===== config.mk =====
export PLATFORM = sky130hd
export DESIGN_NAME = partial_reliability_arq_sender_unit
export DESIGN_NICKNAME = d
export VERILOG_FILES = /design/src/hdl/prarq_pkg.sv /design/src/hdl/prarq_core.sv /design/src/hdl/prarq_outreg.sv /design/src/hdl/partial_reliability_arq_sender_unit.sv
export SDC_FILE = /design/constraint.sdc
export NUM_CORES = 1
export LEC_CHECK = 0
export ABC_AREA = 1
export BUFFER_PORTS_ARGS = -buffer_cell sky130_fd_sc_hd__buf_2
export CAP_MARGIN = 20
export CORE_ASPECT_RATIO = 2
export CORE_UTILIZATION = 54
export CTS_BUF_LIST = sky130_fd_sc_hd__clkbuf_16
export CTS_CLUSTER_SIZE = 25
export DETAILED_ROUTE_END_ITERATION = 10
export PLACE_DENSITY = 0.76
export RECOVER_POWER = 25
export SLEW_MARGIN = 10
export SYNTH_ARGS = -nofsm -noshare
export SYNTH_HDL_FRONTEND = slang
export SYNTH_SLANG_ARGS = --single-unit

===== constraint.sdc =====
create_clock -name clk -period 2.3 [get_ports clk]
set_input_delay 0.345 -clock clk [delete_from_list [all_inputs] [get_ports clk]]
set_output_delay 0.345 -clock clk [all_outputs]
set_load 0.02 [all_outputs]

===== src/hdl/prarq_pkg.sv =====
// Package for the partial-reliability ARQ sender: event codes, result codes,
// register reset value and the result record passed between the core and the output stage.
// No dependencies.
`default_nettype none

package prarq_pkg;

    // event codes on the kind field
    localparam logic [1:0] KIND_SEND    = 2'd0;
    localparam logic [1:0] KIND_ACK     = 2'd1;
    localparam logic [1:0] KIND_TIMEOUT = 2'd2;

    localparam int ACTION_W = 3;
    localparam int LOST_W   = 5;

    typedef enum logic [ACTION_W-1:0] {
        ACT_IGNORED    = 3'd0,
        ACT_TRANSMIT   = 3'd1,
        ACT_RETRANSMIT = 3'd2,
        ACT_ACKED      = 3'd3,
        ACT_TOLERATED  = 3'd4,
        ACT_WRONG_ACK  = 3'd5
    } action_t;

    // floor(0.3 * 16) lost slots tolerated after reset
    localparam logic [LOST_W-1:0] MAX_LOST_RESET = 5'd4;

    typedef struct packed {
        action_t           action;
        logic              seq;
        logic [LOST_W-1:0] lost;
    } result_t;

endpackage : prarq_pkg

`default_nettype wire


===== src/hdl/prarq_core.sv =====
// Protocol state and single-pass event decision for the ARQ sender.
// Depends on prarq_pkg.
`default_nettype none

module prarq_core #(
    parameter int WINDOW = 16
) (
    input  wire logic                        clk,
    input  wire logic                        rst_n,
    input  wire logic                        cfg_we,
    input  wire logic [prarq_pkg::LOST_W-1:0] cfg_wdata,
    input  wire logic                        fire,
    input  wire logic [1:0]                  kind,
    input  wire logic                        ack_flag,
    input  wire logic                        ack_seq,
    output prarq_pkg::result_t               res
);
    import prarq_pkg::*;

    localparam int SLOT_W = $clog2(WINDOW);
    localparam int CNT_W  = $clog2(WINDOW + 1);
    localparam int CMP_W  = (CNT_W > LOST_W) ? CNT_W : LOST_W;
    localparam logic [SLOT_W-1:0] LAST_SLOT = SLOT_W'(WINDOW - 1);

    logic [LOST_W-1:0] max_lost_reg;
    logic              next_seq_reg, next_seq_next;
    logic              tx_seq_reg, tx_seq_next;
    logic              waiting_reg, waiting_next;
    logic [WINDOW-1:0] window_reg, window_next;
    logic [SLOT_W-1:0] slot_reg, slot_next;
    logic [CNT_W-1:0]  lost_reg, lost_next;

    logic              slot_ok;
    logic [SLOT_W-1:0] slot_inc;
    logic [CNT_W-1:0]  lost_if_lost;
    logic [CMP_W-1:0]  lost_cmp;
    logic [CMP_W-1:0]  lost_out;
    action_t           action;
    logic              seq;

    assign slot_ok      = window_reg[slot_reg];
    assign slot_inc     = (slot_reg == LAST_SLOT) ? '0 : slot_reg + 1'b1;
    // count after marking the current slot lost
    assign lost_if_lost = slot_ok ? lost_reg + 1'b1 : lost_reg;
    assign lost_cmp     = CMP_W'(lost_if_lost);

    always_comb
    begin
        next_seq_next = next_seq_reg;
        tx_seq_next   = tx_seq_reg;
        waiting_next  = waiting_reg;
        window_next   = window_reg;
        slot_next     = slot_reg;
        lost_next     = lost_reg;
        action        = ACT_IGNORED;
        seq           = 1'b0;
        case (kind)
            KIND_SEND:
            begin
                if (!waiting_reg)
                begin
                    tx_seq_next   = next_seq_reg;
                    next_seq_next = ~next_seq_reg;
                    waiting_next  = 1'b1;
                    action        = ACT_TRANSMIT;
                    seq           = next_seq_reg;
                end
            end
            KIND_ACK:
            begin
                if (waiting_reg)
                begin
                    if (ack_flag && (ack_seq == next_seq_reg))
                    begin
                        window_next[slot_reg] = 1'b1;
                        lost_next    = slot_ok ? lost_reg : lost_reg - 1'b1;
                        slot_next    = slot_inc;
                        waiting_next = 1'b0;
                        action       = ACT_ACKED;
                    end
                    else
                    begin
                        action = ACT_WRONG_ACK;
                    end
                end
            end
            KIND_TIMEOUT:
            begin
                if (waiting_reg)
                begin
                    window_next[slot_reg] = 1'b0;
                    lost_next = lost_if_lost;
                    if (lost_cmp <= CMP_W'(max_lost_reg))
                    begin
                        slot_next     = slot_inc;
                        next_seq_next = ~next_seq_reg;
                        waiting_next  = 1'b0;
                        action        = ACT_TOLERATED;
                    end
                    else
                    begin
                        action = ACT_RETRANSMIT;
                        seq    = tx_seq_reg;
                    end
                end
            end
            default:
            begin
                action = ACT_IGNORED;
            end
        endcase
    end

    // saturate the reported count at the field's top value
    assign lost_out   = CMP_W'(lost_next);
    assign res.action = action;
    assign res.seq    = seq;
    assign res.lost   = (lost_out > CMP_W'(31)) ? 5'd31 : lost_out[LOST_W-1:0];

    always_ff @(posedge clk or negedge rst_n)
    begin
        if (!rst_n)
        begin
            max_lost_reg <= MAX_LOST_RESET;
            next_seq_reg <= 1'b0;
            tx_seq_reg   <= 1'b0;
            waiting_reg  <= 1'b0;
            window_reg   <= '1;
            slot_reg     <= '0;
            lost_reg     <= '0;
        end
        else
        begin
            if (cfg_we)
            begin
                max_lost_reg <= cfg_wdata;
            end
            if (fire)
            begin
                next_seq_reg <= next_seq_next;
                tx_seq_reg   <= tx_seq_next;
                waiting_reg  <= waiting_next;
                window_reg   <= window_next;
                slot_reg     <= slot_next;
                lost_reg     <= lost_next;
            end
        end
    end

endmodule : prarq_core

`default_nettype wire


===== src/hdl/prarq_outreg.sv =====
// Result register for the ARQ sender: holds one result beat until the receiver takes it.
// Depends on prarq_pkg.
`default_nettype none

module prarq_outreg (
    input  wire logic          clk,
    input  wire logic          rst_n,
    input  wire logic          load,
    input  prarq_pkg::result_t res_in,
    output logic               can_load,
    output logic               out_valid,
    input  wire logic          out_ready,
    output prarq_pkg::result_t res_out
);
    import prarq_pkg::*;

    logic    valid_reg;
    result_t res_reg;

    assign can_load  = !valid_reg || out_ready;
    assign out_valid = valid_reg;
    assign res_out   = res_reg;

    always_ff @(posedge clk or negedge rst_n)
    begin
        if (!rst_n)
        begin
            valid_reg <= 1'b0;
        end
        else if (can_load)
        begin
            valid_reg <= load;
        end
    end

    always_ff @(posedge clk)
    begin
        if (load && can_load)
        begin
            res_reg <= res_in;
        end
    end

endmodule : prarq_outreg

`default_nettype wire


===== src/hdl/partial_reliability_arq_sender_unit.sv =====
// Top level of the partial-reliability stop-and-wait ARQ sender.
// Depends on prarq_pkg, prarq_core and prarq_outreg.
//
// Usage:
//   Events enter on the input channel (in_valid/in_ready) with kind, ack_flag
//   and ack_seq. Each accepted beat yields exactly one result beat on the
//   output channel (out_valid/out_ready) carrying action, seq_out and
//   lost_count, in event order.
//   The tolerance register is written through cfg_we/cfg_wdata, one cycle,
//   no handshake; write it only while no event is in flight.
// Pipeline and throughput:
//   An event is held in the input register while the core decides it; the
//   decision is then loaded into the result register, which drives the
//   result beat. One event per cycle is sustained while out_ready stays high;
//   the lost count is kept as a running counter so each decision is one add
//   and one compare.
// Stall behaviour:
//   While the receiver holds out_ready low, one further event is still taken
//   into the input register; after that in_ready drops until the result
//   beat is taken.
// Reset:
//   rst_n clears both channel stages, the sequence bits and the waiting flag,
//   marks every window slot received and loads the tolerance of four.
`default_nettype none

module partial_reliability_arq_sender_unit #(
    parameter int WINDOW = 16
) (
    input  wire logic                         clk,
    input  wire logic                         rst_n,
    input  wire logic                         cfg_we,
    input  wire logic [prarq_pkg::LOST_W-1:0] cfg_wdata,
    input  wire logic                         in_valid,
    output logic                              in_ready,
    input  wire logic [1:0]                   kind,
    input  wire logic                         ack_flag,
    input  wire logic                         ack_seq,
    output logic                              out_valid,
    input  wire logic                         out_ready,
    output logic [prarq_pkg::ACTION_W-1:0]    action,
    output logic                              seq_out,
    output logic [prarq_pkg::LOST_W-1:0]      lost_count
);
    import prarq_pkg::*;

    // input stage
    logic       s1_valid_reg;
    logic [1:0] s1_kind_reg;
    logic       s1_ack_flag_reg;
    logic       s1_ack_seq_reg;

    logic    fire;
    logic    can_load;
    result_t core_res;
    result_t out_res;

    // decide the held event only when the result register can take it
    assign fire     = s1_valid_reg && can_load;
    assign in_ready = !s1_valid_reg || can_load;

    always_ff @(posedge clk or negedge rst_n)
    begin
        if (!rst_n)
        begin
            s1_valid_reg <= 1'b0;
        end
        else if (in_ready)
        begin
            s1_valid_reg <= in_valid;
        end
    end

    // payload needs no reset: qualified by s1_valid_reg
    always_ff @(posedge clk)
    begin
        if (in_valid && in_ready)
        begin
            s1_kind_reg     <= kind;
            s1_ack_flag_reg <= ack_flag;
            s1_ack_seq_reg  <= ack_seq;
        end
    end

    prarq_core #(
        .WINDOW (WINDOW)
    ) u_core (
        .clk       (clk),
        .rst_n     (rst_n),
        .cfg_we    (cfg_we),
        .cfg_wdata (cfg_wdata),
        .fire      (fire),
        .kind      (s1_kind_reg),
        .ack_flag  (s1_ack_flag_reg),
        .ack_seq   (s1_ack_seq_reg),
        .res       (core_res)
    );

    prarq_outreg u_outreg (
        .clk       (clk),
        .rst_n     (rst_n),
        .load      (s1_valid_reg),
        .res_in    (core_res),
        .can_load  (can_load),
        .out_valid (out_valid),
        .out_ready (out_ready),
        .res_out   (out_res)
    );

    // drive the result beat fields
    assign action     = out_res.action;
    assign seq_out    = out_res.seq;
    assign lost_count = out_res.lost;

endmodule : partial_reliability_arq_sender_unit

`default_nettype wire


==> flow_summary.toml, run 1 <==
[clock_network]
htreeDepth = 2
cts_root_buf = "clkbuf_16"
clock_path_buffers = 2
cts.sinks = 48
clkTransAtPathRegs_ns = 0.06
cts_made_buffers = 5
clock_latency_ns = 0.30
hold_buffers = 0
cts_tree = "yes"

[finish]
drive_gt1_frac = 0.4029
final_cell_count_no_fill = 470
diodes = 0
register_area_um2 = 1291
multi_input_area_um2 = 1567
final_nets = 441
final_area_um2 = 3812
syn_to_final_growth_pct = 33.06
num-fill-cells = 367

[timing]
final.setup_skew_ns = 0.007346
fmax_ghz = 0.3742
relSlewSlack = -0.2773
rsz0062_at_grt = "yes"
worst_pin_slew_ns = 1.916
setup_ws_ns = -0.3720
setup_viol = 11
hold_viol = 0
post-route-min-period_ns = 2.672
hold_slack_ns = 0.2200
finalCritPeriodShare = 1.162
slew_violations = 36

[critical_path]
startpoint = "u_core.slot_reg[0]$_DFFE_PN0P_"
arrival_ns = 2.89
criticalPathCategory = "reg2reg"
ff2ff_path_depth = 16
end_kind = "flip-flop"
cp-start-kind = "flip-flop"
rrSetupSlack_ns = -0.37
regToRegStartpoint = "u_core.slot_reg[0]$_DFFE_PN0P_"
worstPathRequired_ns = 2.51
cp_max_fo = 6
r2r_end = "u_core.slot_reg[3]$_DFFE_PN0P_"

[min_path]
hold_path_end = "s1_kind_reg[0]$_DFFE_PP_"
hold_start = "kind[0]"
hold_path_class = "in2reg"
holdPathStages = 1

[floorplanning]
dieArea_um2 = 5619
die_h_um = 105.0
core_area_um2 = 5139
fp.dieW_um = 53.51
ios = 25
initial_core_util = 0.5576
rows = 37

[synthesis]
netlist_area_um2 = 2865
async_flop_share = 0.7292
synth_xor_area_frac = 0.02140
synth_edf_count = 13
synth_top_family_by_area = "simple AND/OR/NAND/NOR gates"
synth_compound_area_frac = 0.1389
synth_mux_area_frac = 0.003930
syn-instance-count = 343
synth.avg_cell_area_um2 = 8.353
synthSimpleGateAreaFrac = 0.2310
yosysSeqAreaShare = 0.4493
synthAdderAreaFrac = 0.06987
ys_ff_latch = 48
synthFlopType = "dfrtp_1"
ys_types = 34
yosys_warnings = 0
synth_fp_nets = 373

[grt]
grt_start_max_net_pins = 36
grtUsageMet2 = 0.5161
antenna_found_initial = 0
grt-ovfl-total = 0
grt_use_met1 = 0.2906
grt_usage = 0.3047
grt_busiest_layer = "met2"
grt_use_met3 = 0.06114
grt_pass1_vias = 2754
grt_pass1_wl_um = 12150

[pwr]
power.leakage_nw = 1.742
p_per_area_nw_per_um2 = 1602
peakVddDrop_mv = 0.9769

[route]
postRouteAntennaNets = 0
vias_per_cell = 5.685
first_pass_iters = 4
drt_first_iter_violations = 137
num_vias = 2672
wl_per_cell_um = 16.67
drc = 0
drt-total-wl_um = 7833

[run_status]
status = "complete, but fails checks"
violations = "max-capacitance violations, max-slew violations, negative setup slack"

[place]
port_buffers = 24
placed_area_um2 = 3258
dp_cells = 446
routabilityCongestion = 0.9316
place_hpwl_um = 5119

[job]
drv_cap = 1
cell usage after synthesis (2+ instances only):
master,number,area [um^2]
xor2_1,6,52.55
nand2_2,3,18.77
clkinv_1,2,7.510
inv_1,46,172.7
a31oi_1,16,100.1
o21a_1,3,22.52
o21ai_1,2,10.01
edfxtp_1,13,390.4
nand3b_1,2,15.01
o211ai_1,4,30.03
inv_2,5,18.77
a21oi_1,25,125.1
nand2_1,79,296.5
o21ai_0,16,80.08
dfstp_2,17,446.7
clkbuf_1,6,22.52
nand4_1,5,31.28
nor3_1,2,10.01
ha_1,16,200.2
nor2_1,7,26.28
dfrtp_1,18,450.4
nor2_4,9,101.4
nand3_1,30,150.1
power by group:
part / total [mW] / switching, mW / internal, mW
clock: 0.864 / 0.332 / 0.532
sequential: 1.47 / 0.213 / 1.26
combinational: 3.77 / 2.08 / 1.70
total: 6.11 / 2.62 / 3.49
layer usage:
metal  up-vias  wire length (um)  part of all wire
li1       1268                 -                 -
met1      1269              2707              0.35
met2        96              4223              0.54
met3        39               314             0.040
met4         0               588             0.075
met5         -                 0                 0
cell type report:
class                   count  share of cell area
clock buffers               7             0.04595
clock inverters             1           0.0009846
inverters                  53             0.05415
multi-input cells         234              0.4109
flip-flops and latches     48              0.3387
well taps                  58             0.01904
repair buffers             69              0.1303
stage by stage:
stage / setup slack, ns / power, mW / TNS [ns] / utilization
2_1_floorplan: -0.1410 / 3.144 / -0.6867 / -
6_report: -0.3720 / 6.108 / -3.297 / 0.7419
3_3_place_gp: -0.3821 / 3.957 / -3.006 / 0.6340
3_5_place_dp: -0.4985 / 4.022 / -3.739 / 0.6340
5_1_grt: -0.5296 / 6.480 / -4.764 / 0.7419
4_1_cts: -0.2122 / 5.570 / -1.722 / 0.7117
critical path: stages (launching register included):
cell and delay, ns:
dfrtp_2 0.47, nor2_1 0.15, nor2_1 0.06, nand2_1 0.07, nand2_2 0.06, nand2_2 0.07
nand2_4 0.08, nor2_4 0.23, nand2_2 0.11, o21a_1 0.15, ha_4 0.29, nand3_1 0.09
o22ai_2 0.26, nor2_4 0.09, nor2_4 0.16, nand4_1 0.10, a22oi_1 0.15
how the worst max path moves through the flow:
stage	end	depth (start not counted)
2_1_floorplan	u_core.slot_reg[3]$_DFFE_PN0P_	17
3_3_place_gp	u_core.slot_reg[3]$_DFFE_PN0P_	17
3_5_place_dp	u_core.slot_reg[3]$_DFFE_PN0P_	17
4_1_cts	u_core.slot_reg[3]$_DFFE_PN0P_	17
5_1_grt	u_core.slot_reg[3]$_DFFE_PN0P_	17
6_report	u_core.slot_reg[3]$_DFFE_PN0P_	16
layout by cell type (no fill, tap or decap), types with 2 or more instances in the layout:
master / Yosys / routed
a21oi_1: 25 / 21
a21oi_2: 1 / 4
a31oi_1: 16 / 16
buf_12: 0 / 2
buf_2: 1 / 23
buf_4: 1 / 39
buf_6: 1 / 4
clkbuf_16: 0 / 7
dfrtp_1: 18 / 15
dfrtp_2: 0 / 3
dfstp_2: 17 / 17
edfxtp_1: 13 / 13
ha_1: 16 / 12
ha_4: 0 / 4
inv_1: 46 / 45
inv_2: 5 / 6
nand2_1: 79 / 54
nand2_2: 3 / 26
nand2_4: 0 / 2
nand3_1: 30 / 21
nand3_2: 0 / 9
nand3b_1: 2 / 2
nand4_1: 5 / 5
nor2_1: 7 / 5
nor2_4: 9 / 12
nor3_1: 2 / 2
o211ai_1: 4 / 4
o21a_1: 3 / 3
o21ai_0: 16 / 10
o21ai_1: 2 / 7
xor2_1: 6 / 5
cell families (layout without fill, tap and decap cells):
logic type / after synthesis / count (layout)
AO/OA/AOI/OAI: 70 / 70
multiplexers: 1 / 1
XOR/XNOR: 7 / 7
AND/OR/NAND/NOR: 139 / 140
buffers and inverters: 62 / 130
adder cells (fa/ha/maj): 16 / 16
flip-flops: 48 / 48
repair_timing:
item / in CTS / in global routing
buffers inserted: 12 / 4
pin swaps: 18 / 12
gates resized for setup: 25 / 42
gates cloned: 1 / 0
endpoints found under the setup margin: 9 / 12
Note: power is estimated with default switching activity, not from simulation.
==> inputs of run 2 (changes only) <==
CAP_MARGIN = 5   (was 20)
CTS_CLUSTER_SIZE = 14   (was 25)
RECOVER_POWER = 100   (was 25)
==> run 2 against run 1 <==
The flow still finishes with violations (max-capacitance violations, max-slew violations, negative setup slack). Clock power hardly changed. Register-to-register slack hardly changed. Cell area is 0.66% lower. Setup slack worse by 0.0027 ns. Worst hold slack worse by 0.0022 ns. Fmax is 0.10% lower. Die area stayed put. Highest routed layer unchanged.
==> flow_summary.toml, run 2 (synthesized netlist as in run 1, its figures left out) <==
[run_status]
status = "complete, but fails checks"
violations = "max-capacitance violations, max-slew violations, negative setup slack"

[place]
port_buffers = 24
routabilityCongestion = 0.9316
place_hpwl_um = 5119
placed_area_um2 = 3258

[critical_path]
cp_max_fo = 6
cp-start-kind = "flip-flop"
worstPathRequired_ns = 2.52
arrival_ns = 2.89
criticalPathCategory = "reg2reg"
end_kind = "flip-flop"

[timing]
final.setup_skew_ns = 0.005479
finalCritPeriodShare = 1.163
hold_slack_ns = 0.2178
rsz0062_at_grt = "yes"
setup_ws_ns = -0.3747
hold_viol = 0
slew_violations = 36
fmax_ghz = 0.3739
relSlewSlack = -0.2873
post-route-min-period_ns = 2.675
worst_pin_slew_ns = 1.931
setup_viol = 11

[pwr]
p_per_area_nw_per_um2 = 1608
power.leakage_nw = 1.700
peakVddDrop_mv = 0.9897

[grt]
grt_pass1_wl_um = 12150
grt_pass1_vias = 2754
grt-ovfl-total = 0
antenna_found_initial = 0
grt_start_max_net_pins = 36
grt_usage = 0.3047

[route]
first_pass_iters = 5
vias_per_cell = 5.770
drt_first_iter_violations = 127
num_vias = 2712
drc = 0
postRouteAntennaNets = 0
wl_per_cell_um = 16.74
drt-total-wl_um = 7867

[floorplanning]
rows = 37
die_h_um = 105.0
dieArea_um2 = 5619
ios = 25
core_area_um2 = 5139
initial_core_util = 0.5576
fp.dieW_um = 53.51

[clock_network]
clock_latency_ns = 0.30
htreeDepth = 2
clkTransAtPathRegs_ns = 0.06
cts_tree = "yes"
cts.sinks = 48
hold_buffers = 0
clock_path_buffers = 2
cts_made_buffers = 5
cts_root_buf = "clkbuf_16"

[finish]
diodes = 0
drive_gt1_frac = 0.3689
final_area_um2 = 3787
num-fill-cells = 378
final_nets = 441
final_common_cell = "nand2_1"
syn_to_final_growth_pct = 32.18
most-common-layout-cells = "nand2_1, inv_1, buf_4"

[job]
drv_cap = 1

[min_path]
hold_path_class = "in2reg"
## run 2: worst paths after layout
check	endpoint	slack (ns)	from	cells past startpoint
worst max-delay path	u_core.slot_reg[3]$_DFFE_PN0P_	-0.37	u_core.slot_reg[0]$_DFFE_PN0P_	16
worst min-delay path	s1_kind_reg[0]$_DFFE_PP_	0.22	kind[0]	1
worst max register to register	u_core.slot_reg[3]$_DFFE_PN0P_	-0.37	u_core.slot_reg[0]$_DFFE_PN0P_	16
worst min register to register	u_core.max_lost_reg[0]$_DFFE_PN0P_	0.52	u_core.max_lost_reg[0]$_DFFE_PN0P_	1
max in group asynchronous	u_core.slot_reg[0]$_DFFE_PN0P_	0.47	rst_n	1
min in group asynchronous	u_core.waiting_reg$_DFFE_PN0P_	0.58	rst_n	1
## run 2: worst max-delay path, cell delays in order (launching register included)
cell and delay, ns:
dfrtp_2 0.47, nor2_1 0.15, nor2_1 0.06, nand2_1 0.07
nand2_2 0.06, nand2_2 0.07, nand2_4 0.08, nor2_4 0.23
nand2_2 0.11, o21a_1 0.15, ha_4 0.29, nand3_1 0.09
o22ai_2 0.26, nor2_4 0.09, nor2_4 0.16, nand4_1 0.10
a22oi_1 0.15
## run 2: cell type report
| class | instances | area, um^2 | share of cell area |
|---|---|---|---|
| well taps | 58 | 72.57 | 0.01916 |
| flip-flops and latches | 48 | 1291 | 0.3409 |
| clock inverters | 1 | 3.754 | 0.0009911 |
| repair buffers | 69 | 471.7 | 0.1245 |
| inverters | 53 | 206.4 | 0.05451 |
| multi-input cells | 234 | 1567 | 0.4136 |
| clock buffers | 7 | 175.2 | 0.04625 |
## run 2: repair_timing
action / 4_1_cts / 5_1_grt
setup buffers: 12 / 4
pin swaps: 18 / 12
resized for setup: 25 / 42
setup endpoints to repair: 9 / 12
cloned: 1 / 0
## run 2: per-stage QoR
stage	instances	util	TNS (ns)	power, mW	setup WS, ns
finish	470	0.7370	-3.427	6.091	-0.3747
global placement	446	0.6340	-3.006	3.957	-0.3821
global route	470	0.7370	-4.853	6.459	-0.5296
floorplan	343	-	-0.6867	3.144	-0.1410
CTS	467	0.7117	-1.722	5.570	-0.2122
detailed placement	446	0.6340	-3.739	4.022	-0.4985
## run 2: metal layers
metal  wire, um  GRT usage  vias to the layer above
li1           -          -                     1270
met1       2702     0.2906                     1275
met2       4150     0.5161                      121
met3        351    0.06114                       46
met4        663     0.2538                        0
met5          0          0                        -
## run 2: power breakdown
part | switching, mW | internal, mW
clock network | 0.332 | 0.532
logic | 2.08 | 1.67
registers | 0.214 | 1.26
total | 2.63 | 3.46
==> inputs of run 3 (changes only) <==
ABC_AREA = unset   (was 1)
==> run 3 against run 2 <==
The flow still finishes with violations (max-capacitance violations, max-slew violations, negative setup slack). Sequential share of layout area shrank 0.50 points. Combinational power shrank 23%. First-iteration DRC count shrank 19%. Largest power group unchanged. Global-route usage grew 1.0 points. Worst hold slack gained 0.0047 ns. Sequential cell count is the same. Largest cell class unchanged.
==> flow_summary.toml, run 3 <==
[pwr]
p_comb_frac = 0.582
seqPwrFrac = 0.270
switching_share = 0.4152
p_per_area_nw_per_um2 = 1294
clockPowerShare = 0.147
peakVddDrop_mv = 0.8744
p_sw_mw = 2.059
power.leakage_nw = 1.595
power.internal_mw = 2.900

[grt]
grt-ovfl-total = 0
grt_start_max_net_pins = 36
grt_use_met3 = 0.04079
grt_busiest_layer = "met2"
grtUsageMet2 = 0.5740
antenna_found_initial = 0
grt_pass1_vias = 2790
grt_usage = 0.3152
grt_use_met1 = 0.3053
grt_pass1_wl_um = 13100

[timing]
setup_ws_ns = -0.5433
rsz0062_at_grt = "yes"
hold_slack_ns = 0.2225
worst_pin_slew_ns = 1.907
setup_viol = 15
final.setup_skew_ns = 0.002377
post-route-min-period_ns = 2.843
relSlewSlack = -0.2713
slew_violations = 36
fmax_ghz = 0.3517
finalCritPeriodShare = 1.236
hold_viol = 0

[floorplanning]
fp.dieW_um = 55.13
ios = 25
die_h_um = 108.2
dieArea_um2 = 5967
core_area_um2 = 5420
rows = 38
initial_core_util = 0.5623

[critical_path]
worstPathRequired_ns = 2.48
arrival_ns = 3.03
criticalPathCategory = "reg2reg"
cp_max_fo = 7
end_kind = "flip-flop"
cp-start-kind = "flip-flop"

[route]
first_pass_iters = 4
num_vias = 2695
wl_per_cell_um = 18.99
drt-total-wl_um = 8412
vias_per_cell = 6.084
drc = 0
postRouteAntennaNets = 0
drt_first_iter_violations = 103

[finish]
diodes = 0
register_area_um2 = 1287
syn_to_final_growth_pct = 25.74
final_core_util = 0.7071
final_area_um2 = 3832
final_cell_count_no_fill = 443
multi_input_area_um2 = 1775
most-common-layout-cells = "buf_4, nand2_1, nand3_1"
final_nets = 412
final_common_cell = "buf_4"
drive_gt1_frac = 0.3551
num-fill-cells = 423

[job]
drv_cap = 1

[min_path]
hold_path_class = "in2reg"

[clock_network]
cts_root_buf = "clkbuf_16"
cts.sinks = 48
clkTransAtPathRegs_ns = 0.07
cts_tree = "yes"
cts_made_buffers = 5
clock_latency_ns = 0.30
htreeDepth = 2
hold_buffers = 0
clock_path_buffers = 2

[synthesis]
yosysMostFrequentCell = "nand2_1"
synth_edf_count = 13
yosys_warnings = 0
syn-instance-count = 317
ys_types = 55
synth.largest_area_cell = "dfrtp_1"
netlist_area_um2 = 3048
synthTopCellsByCount = "nand2_1, nand3_1, dfrtp_1"
ys_ff_latch = 48
synth_fp_nets = 347
async_flop_share = 0.7292
synth_top_area_share = 0.1478
ys_top_cells_by_area = "dfrtp_1, dfstp_2, edfxtp_1, ha_1, mux2_2"
yosysSeqAreaShare = 0.4224
synth.avg_cell_area_um2 = 9.615
synthFlopType = "dfrtp_1"

[place]
port_buffers = 24
routabilityCongestion = 0.9325
placed_area_um2 = 3485
place_hpwl_um = 6201
dp_cells = 423
post-place-ws_ns = -0.4855

[run_status]
status = "complete, but fails checks"
violations = "max-capacitance violations, max-slew violations, negative setup slack"
-- run 3: changes by cell type in the layout (fill, tap and decap cells not counted), moves of 7 or more --
cell,change
mux2_2,+14
nor3_1,+7
a31oi_1,-14
nand2_1,-17
nor2_4,-12
nand2_2,-23
buf_4,+13
nand3_2,-8
inv_1,-29
a21oi_1,-16
-- run 3: timing repair --
action | in CTS | in global routing
pin swaps | 8 | 14
hold endpoints to repair | 0 | 0
setup buffers | 7 | 5
gates resized for setup | 10 | 18
setup endpoints to repair | 9 | 17
-- run 3: cells by family (layout without fill, tap and decap cells) --
kind of cell | Yosys count | after routing | synth area share
multiplexers | 26 | 26 | 0.09277
AND/OR/NAND/NOR | 118 | 118 | 0.1962
buffers and inverters | 34 | 100 | 0.04639
AO/OA/AOI/OAI | 67 | 67 | 0.1535
flip-flops | 48 | 48 | 0.4224
adder cells (fa/ha/maj) | 16 | 16 | 0.06568
XOR/XNOR | 8 | 8 | 0.02299
-- run 3: cell type report --
type,instances,area share
sequential,48,0.3359
tap,60,0.01959
clock inverter,3,0.004571
inverter,16,0.01567
timing repair buffer,76,0.1283
multi-input combinational,235,0.4633
clock buffer,5,0.03265
-- run 3: metrics by stage --
step           setup TNS [ns]  power [mW]
2_1_floorplan          -1.937       2.868
3_3_place_gp           -2.425       3.703
3_5_place_dp           -3.558       3.756
4_1_cts                -3.208       4.680
5_1_grt                -6.417       5.245
6_report               -4.738       4.960
-- run 3: path summary, 6_finish.rpt --
kind                                                 from                              to  slack, ns  depth (start not counted)
max                        u_core.slot_reg[1]$_DFFE_PN0P_  u_core.slot_reg[0]$_DFFE_PN0P_      -0.54                         13
min                                              ack_flag       s1_ack_flag_reg$_DFFE_PP_       0.22                          1
max reg2reg                u_core.slot_reg[1]$_DFFE_PN0P_  u_core.slot_reg[0]$_DFFE_PN0P_      -0.54                         13
min reg2reg                                     flip-flop                       flip-flop       0.50                          2
max in group asynchronous                           rst_n   u_core.tx_seq_reg$_DFFE_PN0P_       0.63                          1
min in group asynchronous                           rst_n  u_core.lost_reg[4]$_DFFE_PN0P_       0.57                          1
-- run 3: critical path, stage by stage, from the launching register on --
cell     delay (ns)
dfrtp_1        0.40
buf_6          0.16
mux2i_1        0.14
a22oi_2        0.27
nand3_4        0.15
nand2_4        0.12
nand2_2        0.07
xnor2_2        0.13
ha_1           0.33
nand3_1        0.11
or2_4          0.26
nand4_1        0.19
nand2_2        0.11
mux2_4         0.31
-- run 3: power groups by stage --
stage	combinational, mW	sequential, mW	clock (mW)
6_report	2.89	1.34	0.730
5_1_grt	3.10	1.38	0.766
4_1_cts	2.62	1.32	0.742
3_5_place_dp	2.42	1.33	0
3_3_place_gp	2.38	1.32	0
2_1_floorplan	1.54	1.33	0
-- run 3: layer usage --
| metal | routed length [um] | part of all wire |
|---|---|---|
| met1 | 2870 | 0.34 |
| met2 | 4859 | 0.58 |
| met3 | 205 | 0.024 |
| met4 | 477 | 0.057 |
| met5 | 0 | 0 |
